==> src/rtl/msa_pkg.sv <==
// Package for the mutation spread adapter: verdict codes, register indexes,
// fixed-point constants and reset values. No dependencies.
package msa_pkg;

  // Fixed-point layout: spread and factor are unsigned Q8.24.
  localparam int unsigned FracBits = 24;
  localparam int unsigned DataW = 32;
  localparam int unsigned SerialSteps = 32;
  localparam int unsigned StepCntW = $clog2(SerialSteps);

  // Reset values of the registers and of the spread (0.1 rounded to nearest).
  localparam logic [6:0] WindowLengthReset = 7'd10;
  localparam logic [6:0] SuccessTargetReset = 7'd2;
  localparam logic [DataW-1:0] StepFactorReset = 32'd16777216;
  localparam logic [DataW-1:0] SpreadReset = 32'd1677722;

  typedef enum logic [1:0] {
    CFG_WINDOW_LENGTH  = 2'd0,
    CFG_SUCCESS_TARGET = 2'd1,
    CFG_STEP_FACTOR    = 2'd2,
    CFG_UNUSED         = 2'd3
  } cfg_index_e;

  typedef enum logic [1:0] {
    VERDICT_FILLING   = 2'd0,
    VERDICT_DIVIDED   = 2'd1,
    VERDICT_UNCHANGED = 2'd2,
    VERDICT_MULTIPLIED = 2'd3
  } verdict_e;

endpackage

==> src/rtl/msa_ram.sv <==
// Generic single-port-write, single-port-read RAM with a registered read.
// Used for the success window of the mutation spread adapter; no dependencies.
module msa_ram #(
  parameter int Width = 1,
  parameter int Depth = 64
) (
  input  logic                     clk_i,
  input  logic                     we_i,
  input  logic [$clog2(Depth)-1:0] waddr_i,
  input  logic [Width-1:0]         wdata_i,
  input  logic                     re_i,
  input  logic [$clog2(Depth)-1:0] raddr_i,
  output logic [Width-1:0]         rdata_o
);

  logic [Width-1:0] mem_q [Depth];
  logic [Width-1:0] rdata_q;

  // A read and a write at the same address in one cycle return the old data.
  always_ff @(posedge clk_i) begin
    if (we_i) begin
      mem_q[waddr_i] <= wdata_i;
    end
    if (re_i) begin
      rdata_q <= mem_q[raddr_i];
    end
  end

  assign rdata_o = rdata_q;

endmodule

==> src/rtl/mutation_spread_adapter.sv <==
// Mutation spread adapter: success-rule step-size control with a bit-serial
// multiply and divide unit. Depends on msa_pkg and msa_ram.
//
// Usage: one input transfer per generation carries best_fitness_i (signed
// Q16.16, lower is better). Each input transfer produces exactly one output
// transfer with the updated spread (unsigned Q8.24), a verdict and the
// success flag. Both channels use valid/ready; the configuration port is a
// plain write port (cfg_we_i, cfg_index_i, cfg_data_i) and must only be
// written while no item is in flight.
// Flow: an item whose verdict is "filling" or "unchanged", or whose
// division saturates, passes from S_LOOK straight to S_DONE. A multiply or
// an unsaturated divide runs one bit per cycle through a 33-bit adder or
// subtractor, 32 steps, before reaching S_DONE. From S_DONE the result
// moves into the output register once it is free, which raises out_valid_o.
// The block works on one item at a time: the next input transfer is taken
// once the previous result has been moved into the output register, so a
// new item may enter while that result still waits.
// When the receiver stalls, the finished result holds in the serial unit
// until the output register frees and input stays blocked meanwhile.
// Reset (rst_ni low) restores the register defaults, empties the success
// window and sets the spread to 0.1; the window RAM itself is not cleared,
// since only entries written since reset are ever read.
module mutation_spread_adapter #(
  parameter int MAX_WINDOW = 64
) (
  input  logic               clk_i,
  input  logic               rst_ni,
  // Input channel.
  input  logic               in_valid_i,
  output logic               in_ready_o,
  input  logic signed [31:0] best_fitness_i,
  // Output channel.
  output logic               out_valid_o,
  input  logic               out_ready_i,
  output logic [31:0]        spread_o,
  output logic [1:0]         verdict_o,
  output logic               improved_o,
  // Configuration write port.
  input  logic               cfg_we_i,
  input  logic [1:0]         cfg_index_i,
  input  logic [31:0]        cfg_data_i
);

  // Widths that follow from the window depth.
  localparam int CntW = $clog2(MAX_WINDOW + 1);
  localparam int PtrW = $clog2(MAX_WINDOW);
  localparam int LenW = (CntW > 7) ? CntW : 7;
  localparam int AddW = CntW + 1;

  typedef enum logic [4:0] {
    S_IDLE = 5'b00001,
    S_LOOK = 5'b00010,
    S_MUL  = 5'b00100,
    S_DIV  = 5'b01000,
    S_DONE = 5'b10000
  } state_e;

  state_e state_q, state_d;

  // Configuration registers.
  logic [6:0]  win_len_q;
  logic [6:0]  target_q;
  logic [31:0] factor_q;

  // Adapter state.
  logic signed [31:0] best_q, best_d;
  logic [CntW-1:0]    fill_q, fill_d;
  logic [CntW-1:0]    sum_q, sum_d;
  logic [PtrW-1:0]    head_q, head_d;
  logic [31:0]        spread_q, spread_d;
  logic               imp_q, imp_d;
  msa_pkg::verdict_e  verdict_q, verdict_d;

  // Serial unit: work_q holds the partial product, or the remainder in the
  // upper half and the dividend/quotient bits in the lower half.
  logic [63:0]                    work_q, work_d;
  logic [31:0]                    mplier_q, mplier_d;
  logic [msa_pkg::StepCntW-1:0]   cnt_q, cnt_d;

  // Output register.
  logic        out_valid_q, out_valid_d;
  logic [31:0] out_spread_q;
  logic [1:0]  out_verdict_q;
  logic        out_imp_q;
  logic        out_load;

  logic accept;
  logic imp_now;

  // Window RAM signals.
  logic [AddW-1:0] head_ext, fill_ext, raddr_wide;
  logic [PtrW-1:0] raddr;
  logic            oldest_ram;

  // Decision arithmetic.
  logic [LenW-1:0] wl_ext, len_ext, n_ext, sum_ext, tgt_ext;
  logic            oldest;

  // Serial step arithmetic.
  logic [32:0] mul_sum;
  logic [32:0] div_trial;
  logic        div_ge;
  logic [32:0] div_diff;

  assign in_ready_o = (state_q == S_IDLE);
  assign accept     = in_valid_i && in_ready_o;

  // An empty window always counts as a success.
  assign imp_now = (fill_q == '0) || (best_fitness_i < best_q);

  // The oldest bit of the window after the push sits fill_q slots behind the
  // slot that the new bit takes.
  assign head_ext   = AddW'(head_q);
  assign fill_ext   = AddW'(fill_q);
  assign raddr_wide = (head_ext >= fill_ext) ? (head_ext - fill_ext)
                                             : (head_ext + AddW'(MAX_WINDOW) - fill_ext);
  assign raddr      = raddr_wide[PtrW-1:0];

  msa_ram #(
    .Width (1),
    .Depth (MAX_WINDOW)
  ) u_window (
    .clk_i   (clk_i),
    .we_i    (accept),
    .waddr_i (head_q),
    .wdata_i (imp_now),
    .re_i    (accept),
    .raddr_i (raddr),
    .rdata_o (oldest_ram)
  );

  // Effective window length: zero counts as one, the depth caps it.
  assign wl_ext  = LenW'(win_len_q);
  assign len_ext = (wl_ext == '0) ? LenW'(1)
                 : (wl_ext > LenW'(MAX_WINDOW)) ? LenW'(MAX_WINDOW) : wl_ext;
  assign n_ext   = LenW'(fill_q) + LenW'(1);
  assign sum_ext = LenW'(sum_q) + LenW'(imp_q);
  assign tgt_ext = LenW'(target_q);
  // With a single bit in the window, the oldest bit is the one just pushed.
  assign oldest  = (fill_q == '0) ? imp_q : oldest_ram;

  // Multiply step: add the multiplicand under the next multiplier bit, then
  // shift the product right by one.
  assign mul_sum = {1'b0, work_q[63:32]} + (mplier_q[0] ? {1'b0, spread_q} : 33'd0);

  // Restoring divide step: bring down one dividend bit and subtract the factor
  // when it fits. The remainder stays below the factor, so 33 bits suffice.
  assign div_trial = {work_q[63:32], work_q[31]};
  assign div_ge    = div_trial >= {1'b0, factor_q};
  assign div_diff  = div_trial - {1'b0, factor_q};

  always_comb begin
    state_d   = state_q;
    best_d    = best_q;
    fill_d    = fill_q;
    sum_d     = sum_q;
    head_d    = head_q;
    spread_d  = spread_q;
    imp_d     = imp_q;
    verdict_d = verdict_q;
    work_d    = work_q;
    mplier_d  = mplier_q;
    cnt_d     = cnt_q;
    out_load  = 1'b0;

    unique case (state_q)
      S_IDLE: begin
        if (accept) begin
          imp_d  = imp_now;
          if (imp_now) begin
            best_d = best_fitness_i;
          end
          head_d  = (head_q == PtrW'(MAX_WINDOW - 1)) ? '0 : head_q + PtrW'(1);
          state_d = S_LOOK;
        end
      end

      S_LOOK: begin
        cnt_d = '0;
        if (n_ext >= len_ext) begin
          // Window full: drop the oldest bit and judge the count before the drop.
          fill_d = fill_q;
          sum_d  = CntW'(sum_ext - LenW'(oldest));
          if (sum_ext > tgt_ext) begin
            verdict_d = msa_pkg::VERDICT_DIVIDED;
            if ({8'd0, spread_q[31:8]} >= factor_q) begin
              // Quotient would not fit in 32 bits (includes a zero factor).
              spread_d = '1;
              state_d  = S_DONE;
            end else begin
              work_d  = {8'd0, spread_q[31:8], spread_q[7:0], 24'd0};
              state_d = S_DIV;
            end
          end else if (sum_ext == tgt_ext) begin
            verdict_d = msa_pkg::VERDICT_UNCHANGED;
            state_d   = S_DONE;
          end else begin
            verdict_d = msa_pkg::VERDICT_MULTIPLIED;
            work_d    = '0;
            mplier_d  = factor_q;
            state_d   = S_MUL;
          end
        end else begin
          fill_d    = CntW'(n_ext);
          sum_d     = CntW'(sum_ext);
          verdict_d = msa_pkg::VERDICT_FILLING;
          state_d   = S_DONE;
        end
      end

      S_MUL: begin
        work_d   = {mul_sum, work_q[31:1]};
        mplier_d = mplier_q >> 1;
        cnt_d    = cnt_q + 1'b1;
        if (cnt_q == msa_pkg::StepCntW'(msa_pkg::SerialSteps - 1)) begin
          // The full product is {mul_sum, work_q[31:1]}: drop the 24 fraction
          // bits and saturate when anything is left above bit 31.
          spread_d = (mul_sum[32:25] != '0) ? '1 : {mul_sum[24:0], work_q[31:25]};
          state_d  = S_DONE;
        end
      end

      S_DIV: begin
        work_d = {(div_ge ? div_diff[31:0] : div_trial[31:0]), work_q[30:0], div_ge};
        cnt_d  = cnt_q + 1'b1;
        if (cnt_q == msa_pkg::StepCntW'(msa_pkg::SerialSteps - 1)) begin
          spread_d = {work_q[30:0], div_ge};
          state_d  = S_DONE;
        end
      end

      S_DONE: begin
        if (!out_valid_q || out_ready_i) begin
          out_load = 1'b1;
          state_d  = S_IDLE;
        end
      end

      default: begin
        state_d = S_IDLE;
      end
    endcase
  end

  assign out_valid_d = (out_valid_q && !out_ready_i) || out_load;

  always_ff @(posedge clk_i or negedge rst_ni) begin
    if (!rst_ni) begin
      state_q     <= S_IDLE;
      win_len_q   <= msa_pkg::WindowLengthReset;
      target_q    <= msa_pkg::SuccessTargetReset;
      factor_q    <= msa_pkg::StepFactorReset;
      best_q      <= '0;
      fill_q      <= '0;
      sum_q       <= '0;
      head_q      <= '0;
      spread_q    <= msa_pkg::SpreadReset;
      cnt_q       <= '0;
      out_valid_q <= 1'b0;
    end else begin
      state_q     <= state_d;
      best_q      <= best_d;
      fill_q      <= fill_d;
      sum_q       <= sum_d;
      head_q      <= head_d;
      spread_q    <= spread_d;
      cnt_q       <= cnt_d;
      out_valid_q <= out_valid_d;
      if (cfg_we_i) begin
        unique case (msa_pkg::cfg_index_e'(cfg_index_i))
          msa_pkg::CFG_WINDOW_LENGTH:  win_len_q <= cfg_data_i[6:0];
          msa_pkg::CFG_SUCCESS_TARGET: target_q  <= cfg_data_i[6:0];
          msa_pkg::CFG_STEP_FACTOR:    factor_q  <= cfg_data_i;
          default: ;
        endcase
      end
    end
  end

  // Payload registers need no reset.
  always_ff @(posedge clk_i) begin
    imp_q     <= imp_d;
    verdict_q <= verdict_d;
    work_q    <= work_d;
    mplier_q  <= mplier_d;
    if (out_load) begin
      out_spread_q  <= spread_q;
      out_verdict_q <= verdict_q;
      out_imp_q     <= imp_q;
    end
  end

  assign out_valid_o = out_valid_q;
  assign spread_o    = out_spread_q;
  assign verdict_o   = out_verdict_q;
  assign improved_o  = out_imp_q;

  // The window never holds more than one bit less than its depth between items.
  assert property (@(posedge clk_i) disable iff (!rst_ni)
    fill_q <= CntW'(MAX_WINDOW - 1))
    else $error("window fill exceeds its depth");

  // The success count can never exceed the number of bits in the window.
  assert property (@(posedge clk_i) disable iff (!rst_ni)
    sum_q <= fill_q)
    else $error("success count exceeds window fill");

  // An input transfer always leads straight to the window decision.
  assert property (@(posedge clk_i) disable iff (!rst_ni)
    accept |=> (state_q == S_LOOK))
    else $error("accepted item did not reach the decision step");

  // A finished result waits while the output register is full and stalled.
  assert property (@(posedge clk_i) disable iff (!rst_ni)
    (state_q == S_DONE && out_valid_q && !out_ready_i) |=> (state_q == S_DONE))
    else $error("result left the unit while the output was stalled");

  // A result is loaded into the output register only from the finished state.
  assert property (@(posedge clk_i) disable iff (!rst_ni)
    (out_valid_o && !$past(out_valid_o)) |-> ($past(state_q) == S_DONE))
    else $error("output became valid without a finished result");

endmodule

==> config.mk <==
export PLATFORM = sky130hd
export DESIGN_NAME = mutation_spread_adapter
export DESIGN_NICKNAME = d
export VERILOG_FILES = /design/src/rtl/msa_pkg.sv /design/src/rtl/msa_ram.sv /design/src/rtl/mutation_spread_adapter.sv
export SDC_FILE = /design/constraint.sdc
export NUM_CORES = 1
export LEC_CHECK = 0
export BUFFER_PORTS_ARGS = -buffer_cell sky130_fd_sc_hd__buf_4
export CELL_PAD_IN_SITES_DETAIL_PLACEMENT = 0
export CELL_PAD_IN_SITES_GLOBAL_PLACEMENT = 2
export CORE_UTILIZATION = 35
export CTS_CLUSTER_DIAMETER = 80
export DETAILED_ROUTE_END_ITERATION = 7
export GPL_ROUTABILITY_DRIVEN = 0
export GPL_TIMING_DRIVEN = 0
export PLACE_DENSITY_LB_ADDON = 0.25
export SYNTH_ARGS = -nofsm -noshare
export SYNTH_HDL_FRONTEND = slang
export SYNTH_HIERARCHICAL = 1
export SYNTH_SLANG_ARGS = --single-unit
==> constraint.sdc <==
create_clock -name clk_i -period 10.8 [get_ports clk_i]
set_input_delay 1.08 -clock clk_i [delete_from_list [all_inputs] [get_ports clk_i]]
set_output_delay 1.08 -clock clk_i [all_outputs]
set_load 0.005 [all_outputs]
After elaboration in Yosys (flattened, before gate mapping) --
Memories as Yosys holds them, arrays and structs flattened. A register that Yosys moved wholly into a read port is not among the register bits. Cells that the tools add are included.
Word-level totals: memory bits (writable) 64, input bits 71, memories 1, bits in registers 275, output and inout port bits 37
Memories:
- u_window.mem_q | words 64, bits a word 1, read ports 1, clocked after memory_dff 1, wr ports 1, line msa_ram.sv:16 | logic [Width-1:0] mem_q [Depth];
Cells by class: reduce and logical (&&, ||, !) cells 26, mux-type cells 39, $lt $le $gt $ge 7, equality and inequality tests 22, bitwise gates (word level) 1, add/subtract/negate cells 10
Operator list (number):
- 32-bit two-way mux | 11
- 64-bit two-way mux | 4
- 64-bit case mux with 3 select lines | 1
- 32-bit case mux with 3 select lines | 1
- 32-bit case mux with 2 select lines | 1
- 5-bit two-way mux | 7
- 32-bit by 32-bit adder with 33-bit output | 1
- 33-bit by 32-bit greater-or-equal comparator with 1-bit output | 1
- 24-bit by 32-bit greater-or-equal comparator with 1-bit output | 1
- 32-bit less-than comparator | 1
- 32-bit subtractor | 1
- 7-bit two-way mux | 3
- 5-bit case mux with 4 select lines | 1
- 2-bit inequality test, second input constant | 8
- 7-bit zero test | 2
- 6-bit by 1-bit adder with 6-bit output, second input constant | 2
- 6-bit two-way mux | 2
- 6-bit subtractor | 2
- 5-bit == test, second input constant | 2
- 5-bit case mux with 2 select lines | 1
- 2-bit AND reduction | 5
- 4-bit AND reduction | 2
- 8-bit nonzero test | 1
- 7-bit by 1-bit adder with 7-bit output | 1
- other kinds (28) | 43

Longest topological paths before layout --
depth after elaboration 6, depth in mapped cells 16, gate-level depth less buffers 14

Modules after synthesis --
Netlist, hierarchy kept.
Modules (own cells, without submodules):
- mutation_spread_adapter | sequential area each 7572.3 um2, cells each 1714, area an instance 17391.7 um2, times used 1
- msa_ram | sequential area each 1951.9 um2, cells each 204, area an instance 2924.1 um2, times used 1

Worst setup path before layout --
Ideal clock, no wire load.
kind register -> register, from register imp_q, to register mplier_q[0], enable pin, library setup time 0.470 ns, arrival 4.292 ns, path buffers 0, setup slack 6.038 ns, cell stages (with the launch flop) 11, clock period less this slack 4.762 ns, cells stage by stage edfxtp_1 ha_1 ha_1 nand3_1 xor2_1 inv_1 ha_1 a21o_1 a21oi_1 o21ai_0 o31ai_1
On the way: word-level cells in the longest chain between the ends 4, elaborated cells on any way between the ends 6
RTL lines:
- start, declared | line mutation_spread_adapter.sv:71 | logic imp_q, imp_d;
- start signal, assigned | line mutation_spread_adapter.sv:282 | imp_q <= imp_d;
- 7-bit by 1-bit adder with 7-bit output (*) | line mutation_spread_adapter.sv:137 | assign sum_ext = LenW'(sum_q) + LenW'(imp_q);
- 7-bit greater-than comparator / 7-bit == test (equally long branches) | line mutation_spread_adapter.sv:184, mutation_spread_adapter.sv:194
- 2-bit inequality test (no line)
- 4-bit AND reduction (no line) (*)
- end signal, assigned | line mutation_spread_adapter.sv:285 | mplier_q <= mplier_d;
- end, declared | line mutation_spread_adapter.sv:77 | logic [31:0] mplier_q, mplier_d;
Every way passes the cells marked *; elsewhere a longest branch is shown, timed or not. A chain may end at the register's enable or synchronous reset.

Final worst setup path --
from register mplier_q[0], to register spread_q[10]
On the way: word-level cells in the longest chain between the ends 6
RTL lines:
- 32-bit two-way mux (*) | line mutation_spread_adapter.sv:144 | assign mul_sum = {1'b0, work_q[63:32]} + (mplier_q[0] ? {1'b0, spread_q} : 33'd0);
- 32-bit by 32-bit adder with 33-bit output (*) | line mutation_spread_adapter.sv:144
- 8-bit nonzero test | line mutation_spread_adapter.sv:218 | spread_d = (mul_sum[32:25] != '0) ? '1 : {mul_sum[24:0], work_q[31:25]};
- 32-bit two-way mux (*) | line mutation_spread_adapter.sv:218
- 32-bit two-way mux (*) | line mutation_spread_adapter.sv:215 | if (cnt_q == msa_pkg::StepCntW'(msa_pkg::SerialSteps - 1)) begin
- 32-bit case mux with 3 select lines (*) | line mutation_spread_adapter.sv:166 | unique case (state_q)
- end signal, assigned | line mutation_spread_adapter.sv:257 | spread_q <= msa_pkg::SpreadReset;
- end signal, assigned | line mutation_spread_adapter.sv:266 | spread_q <= spread_d;
- end, declared | line mutation_spread_adapter.sv:70 | logic [31:0] spread_q, spread_d;
Every way passes the cells marked *; elsewhere a longest branch is shown, timed or not. The select of a mux whose other input is x is not followed.

==> metrics.md <==
| Metric | Value |
|---|---|
| Result of the run | complete, no violations |
| Proportion of synthesized chip area in sequential cells | a little under half |
| Worst-path cell chain | clkbuf_1 > and2_1 > ha_1 > o211ai_1 > o211ai_2 > nand4_1 > a21oi_1 > or3_2 > a211oi_2 > nand3_2 > nor4b_2 > o21ai_2 > buf_6 > o22a_1 |
| Count of endpoints failing hold in the final timing report | 0 |
| Total track usage | a little over a fifth |
| Number of cell rows | slightly below 90 |
| Total number of yosys warnings | 6 |
| Final setup fails | 0 |
| Seq cells post-synth | 340 |
| Post-layout power | just over 5 mW |
| Biggest fanout along the worst timing path | 10 |
| Placed instance area | about 22000 µm² |
| RSZ-0062 raised after global routing | no |
| Most numerous cell types in the synthesized netlist | sky130_fd_sc_hd__edfxtp_1, sky130_fd_sc_hd__nand2_1, sky130_fd_sc_hd__ha_1 |
| Post-synth top flop | sky130_fd_sc_hd__edfxtp_1 |
| Antenna violations before repair | 4 |
| Top-level I/O count | 108 |
| Slowest library cell on the worst path | sky130_fd_sc_hd__edfxtp_1 |
| Width of the die | around 240 µm |
| Post-DR vias/cell | between 5 and 6 |
| Clock insertion delay at the later pin of the skew report | ~580 ps |
| DRC violations left | 0 |
| Via total after detailed routing | about 15000 |
| Dominant cell by count in the synthesized netlist | sky130_fd_sc_hd__edfxtp_1 |
| DPL Wire Length | 46400 µm |
| CTS root buf | sky130_fd_sc_hd__clkbuf_16 |
| CTS tree | built |
| Fraction of the cycle the final worst path needs | around 46% |
| PD cells | 213 nW/µm² |
| Hold slack | 452 ps |
| Launch point of the critical path | mplier_q[0] |
| GRT overflow | 0 |
| Post-Synthesis Cell Area | between 20000 and 25000 µm² |
| Layout area overhead | 16.3% |
| Post-cts sizing count | 0 |
| Post-CTS Hold Buffers | 0 |
| Number of clock sinks | 340 |
| Final net count | between 2000 and 2500 |
| WP data arrival | about 5400 ps |
| Effective utilization at floorplan | a little over a third |
| Die Height | around 240 µm |
| Fraction of layout cells with a size suffix above 1 | between 15 and 20% |
| Number of setup buffers added after CTS | 0 |
| Post-route setup slack | ~6000 ps |
| Maximum level of the CTS H-tree | 2 |
| Worst Clk Skew | 28.2 ps |
| IR Drop Worst-Case VDD | ~0.14 mV |
| Die outline area | about 59000 µm² |
| FFs w/ async S/R, synth | ~41% |
| Kind of end point of the critical path | flip-flop |
| Max Freq | 202 MHz |
| Number of CTS-inserted buffers | 44 |
| Worst setup slack after placement | 6050 ps |
| Remaining number of nets flagged by the antenna check after routing | 0 |
| Largest net degree at the start of global routing | 89 |
| Post-route standard cell area excluding fillers | between 20000 and 25000 µm² |
| CP startpoint kind | flip-flop |
| Clock-pin slew on the worst setup and hold paths | ~60 ps |
| Min-Delay Path Class | input pin to async pin |
| Ranking of synthesized cells by area | sky130_fd_sc_hd__edfxtp_1, sky130_fd_sc_hd__dfrtp_1, sky130_fd_sc_hd__ha_1 |
| First-pass GRT wire length | 94400 µm |
| Total count of max-transition violations in the final report | 0 |
| Static leakage power | 10.1 nW |
| Post-synth net total | about 2100 |
| DRT iter0 DRCs | between 1000 and 1500 |
| Port-buffer cells | 107 |
| Top cell type by total area after synthesis | sky130_fd_sc_hd__edfxtp_1 |
| Number of synthesized flops with an enable pin | a little under 200 |
| Buffer levels on the longest clock path | 3 |
| Required arrival time at the worst endpoint | 11250 ps |
| Initial DRT Pass Iterations | 6 |
| Time the final worst path needs with I/O delays and setup | ~4900 ps |
| Yosys cell types | 96 |
| Max-Cap Viols | 0 |
| Post-detailed-routing wire length | approximately 62000 µm |
| Via count of the first global-routing pass | ~16000 |
| Post-Syn Instances | ~1900 |
| RR Startpoint | mplier_q[0] |
| Slew at the pin closest to its max-slew limit | 1260 ps |
| Drt wl/cell | roughly 21 µm |
| Proportion of netlist area held by the largest area contributor | 29.4% |
| Average cell area after synthesis | approximately 11 µm² |
| Total Negative Setup Slacks | 0 ps |
| Crit Path Class | flip-flop to flip-flop |
| CP peak stage delay | 640 ps |
| Relative slew margins | between 15 and 20% |
| Placeable Area | roughly 57000 µm² |
-- flip-flops by register name (all words and copies together), names as in the netlist, 6 cells and up --
signal / count
mplier_q: 32
win_len_q: 7
factor_q: 32
spread_o: 32
best_q: 32
spread_q: 32
sum_q: 7
head_q: 6
fill_q: 7
target_q: 7
work_q: 64
u_window/mem_q: 64
-- stage by stage --
stage / util [%] / std cells
after global routing: 41.6 / 2865
after detailed placement: 39.0 / 2784
after global placement: 38.8 / 2781
final: 41.6 / 2869
after floorplan: - / 1918
after CTS: 41.6 / 2865
-- placed cells by master, fill, tap and decap left out, types with 11 or more instances in the layout --
| master | instances |
|---|---|
| sky130_fd_sc_hd__a21o_1 | 58 |
| sky130_fd_sc_hd__a21oi_1 | 106 |
| sky130_fd_sc_hd__a22o_1 | 19 |
| sky130_fd_sc_hd__a31oi_1 | 11 |
| sky130_fd_sc_hd__and2_1 | 40 |
| sky130_fd_sc_hd__and3_1 | 11 |
| sky130_fd_sc_hd__buf_4 | 106 |
| sky130_fd_sc_hd__clkbuf_1 | 57 |
| sky130_fd_sc_hd__clkbuf_16 | 44 |
| sky130_fd_sc_hd__dfrtp_1 | 125 |
| sky130_fd_sc_hd__dfstp_2 | 16 |
| sky130_fd_sc_hd__edfxtp_1 | 199 |
| sky130_fd_sc_hd__ha_1 | 147 |
| sky130_fd_sc_hd__inv_1 | 119 |
| sky130_fd_sc_hd__mux2_2 | 79 |
| sky130_fd_sc_hd__mux2i_1 | 27 |
| sky130_fd_sc_hd__nand2_1 | 195 |
| sky130_fd_sc_hd__nand2b_1 | 20 |
| sky130_fd_sc_hd__nand3_1 | 46 |
| sky130_fd_sc_hd__nand3b_1 | 12 |
| sky130_fd_sc_hd__nand4_1 | 27 |
| sky130_fd_sc_hd__nor2_1 | 133 |
| sky130_fd_sc_hd__nor2b_1 | 14 |
| sky130_fd_sc_hd__nor3_1 | 15 |
| sky130_fd_sc_hd__o211ai_1 | 32 |
| sky130_fd_sc_hd__o21ai_0 | 101 |
| sky130_fd_sc_hd__o22ai_1 | 24 |
| sky130_fd_sc_hd__xnor2_1 | 53 |
| sky130_fd_sc_hd__xor2_1 | 31 |
-- kinds of logic after synthesis --
group,Yosys count,share of synthesized area (%)
flops,340,46.9
mux,123,7.72
buf+inv,198,4.02
fa+ha+maj,150,9.35
xor+xnor,85,3.70
simple gates,554,13.0
compound gates,468,15.3
-- worst max-delay path: cells and delay by family (launching register included) --
| family | cells | cell delay [ps] |
|---|---|---|
| simple gates | 5 | 1870 |
| compound gates | 6 | 1310 |
| buf+inv | 2 | 660 |
| flops | 1 | 640 |
| fa+ha+maj | 1 | 310 |
-- cell type report --
| class | count | area (µm²) |
|---|---|---|
| Buffer | 77 | 363 |
| Fill cell | 5618 | 33200 |
| Clock inverter | 31 | 309 |
| Antenna cell | 4 | 10.0 |
| Timing Repair Buffer | 110 | 870 |
| Multi-Input combinational cell | 1380 | 10000 |
| Clock buffer | 50 | 1150 |
| Tap cell | 756 | 946 |
| Sequential cell | 340 | 9520 |
| Inverter | 121 | 454 |
-- power by group --
group,switching [mW],internal (mW)
combinational,1.04,0.730
clock,0.606,0.891
sequential,0.118,1.64
total,1.76,3.26
-- worst paths after layout --
| path | to | slack [ps] | cells after the start |
|---|---|---|---|
| worst min-delay path | best_q[16] | 450 | 1 |
| worst max register to register | spread_q[10] | 5860 | 14 |
| max in group asynchronous | factor_q[24] | 9420 | 2 |
| worst min register to register | verdict_o[1] | 450 | 0 |
| min in group clk_i | verdict_o[1] | 450 | 0 |
| worst max-delay path | spread_q[10] | 5860 | 14 |
-- metal layers --
| layer | vias up | track usage, % | share of wire [%] |
|---|---|---|---|
| li1 | 7359 | - | - |
| met1 | 7603 | 28.5 | 46 |
| met2 | 394 | 34.1 | 47 |
| met3 | 82 | 3.88 | 5.7 |
| met4 | 0 | 5.25 | 1.9 |
| met5 | - | 0 | 0 |
(Power assumes the default switching activity.)
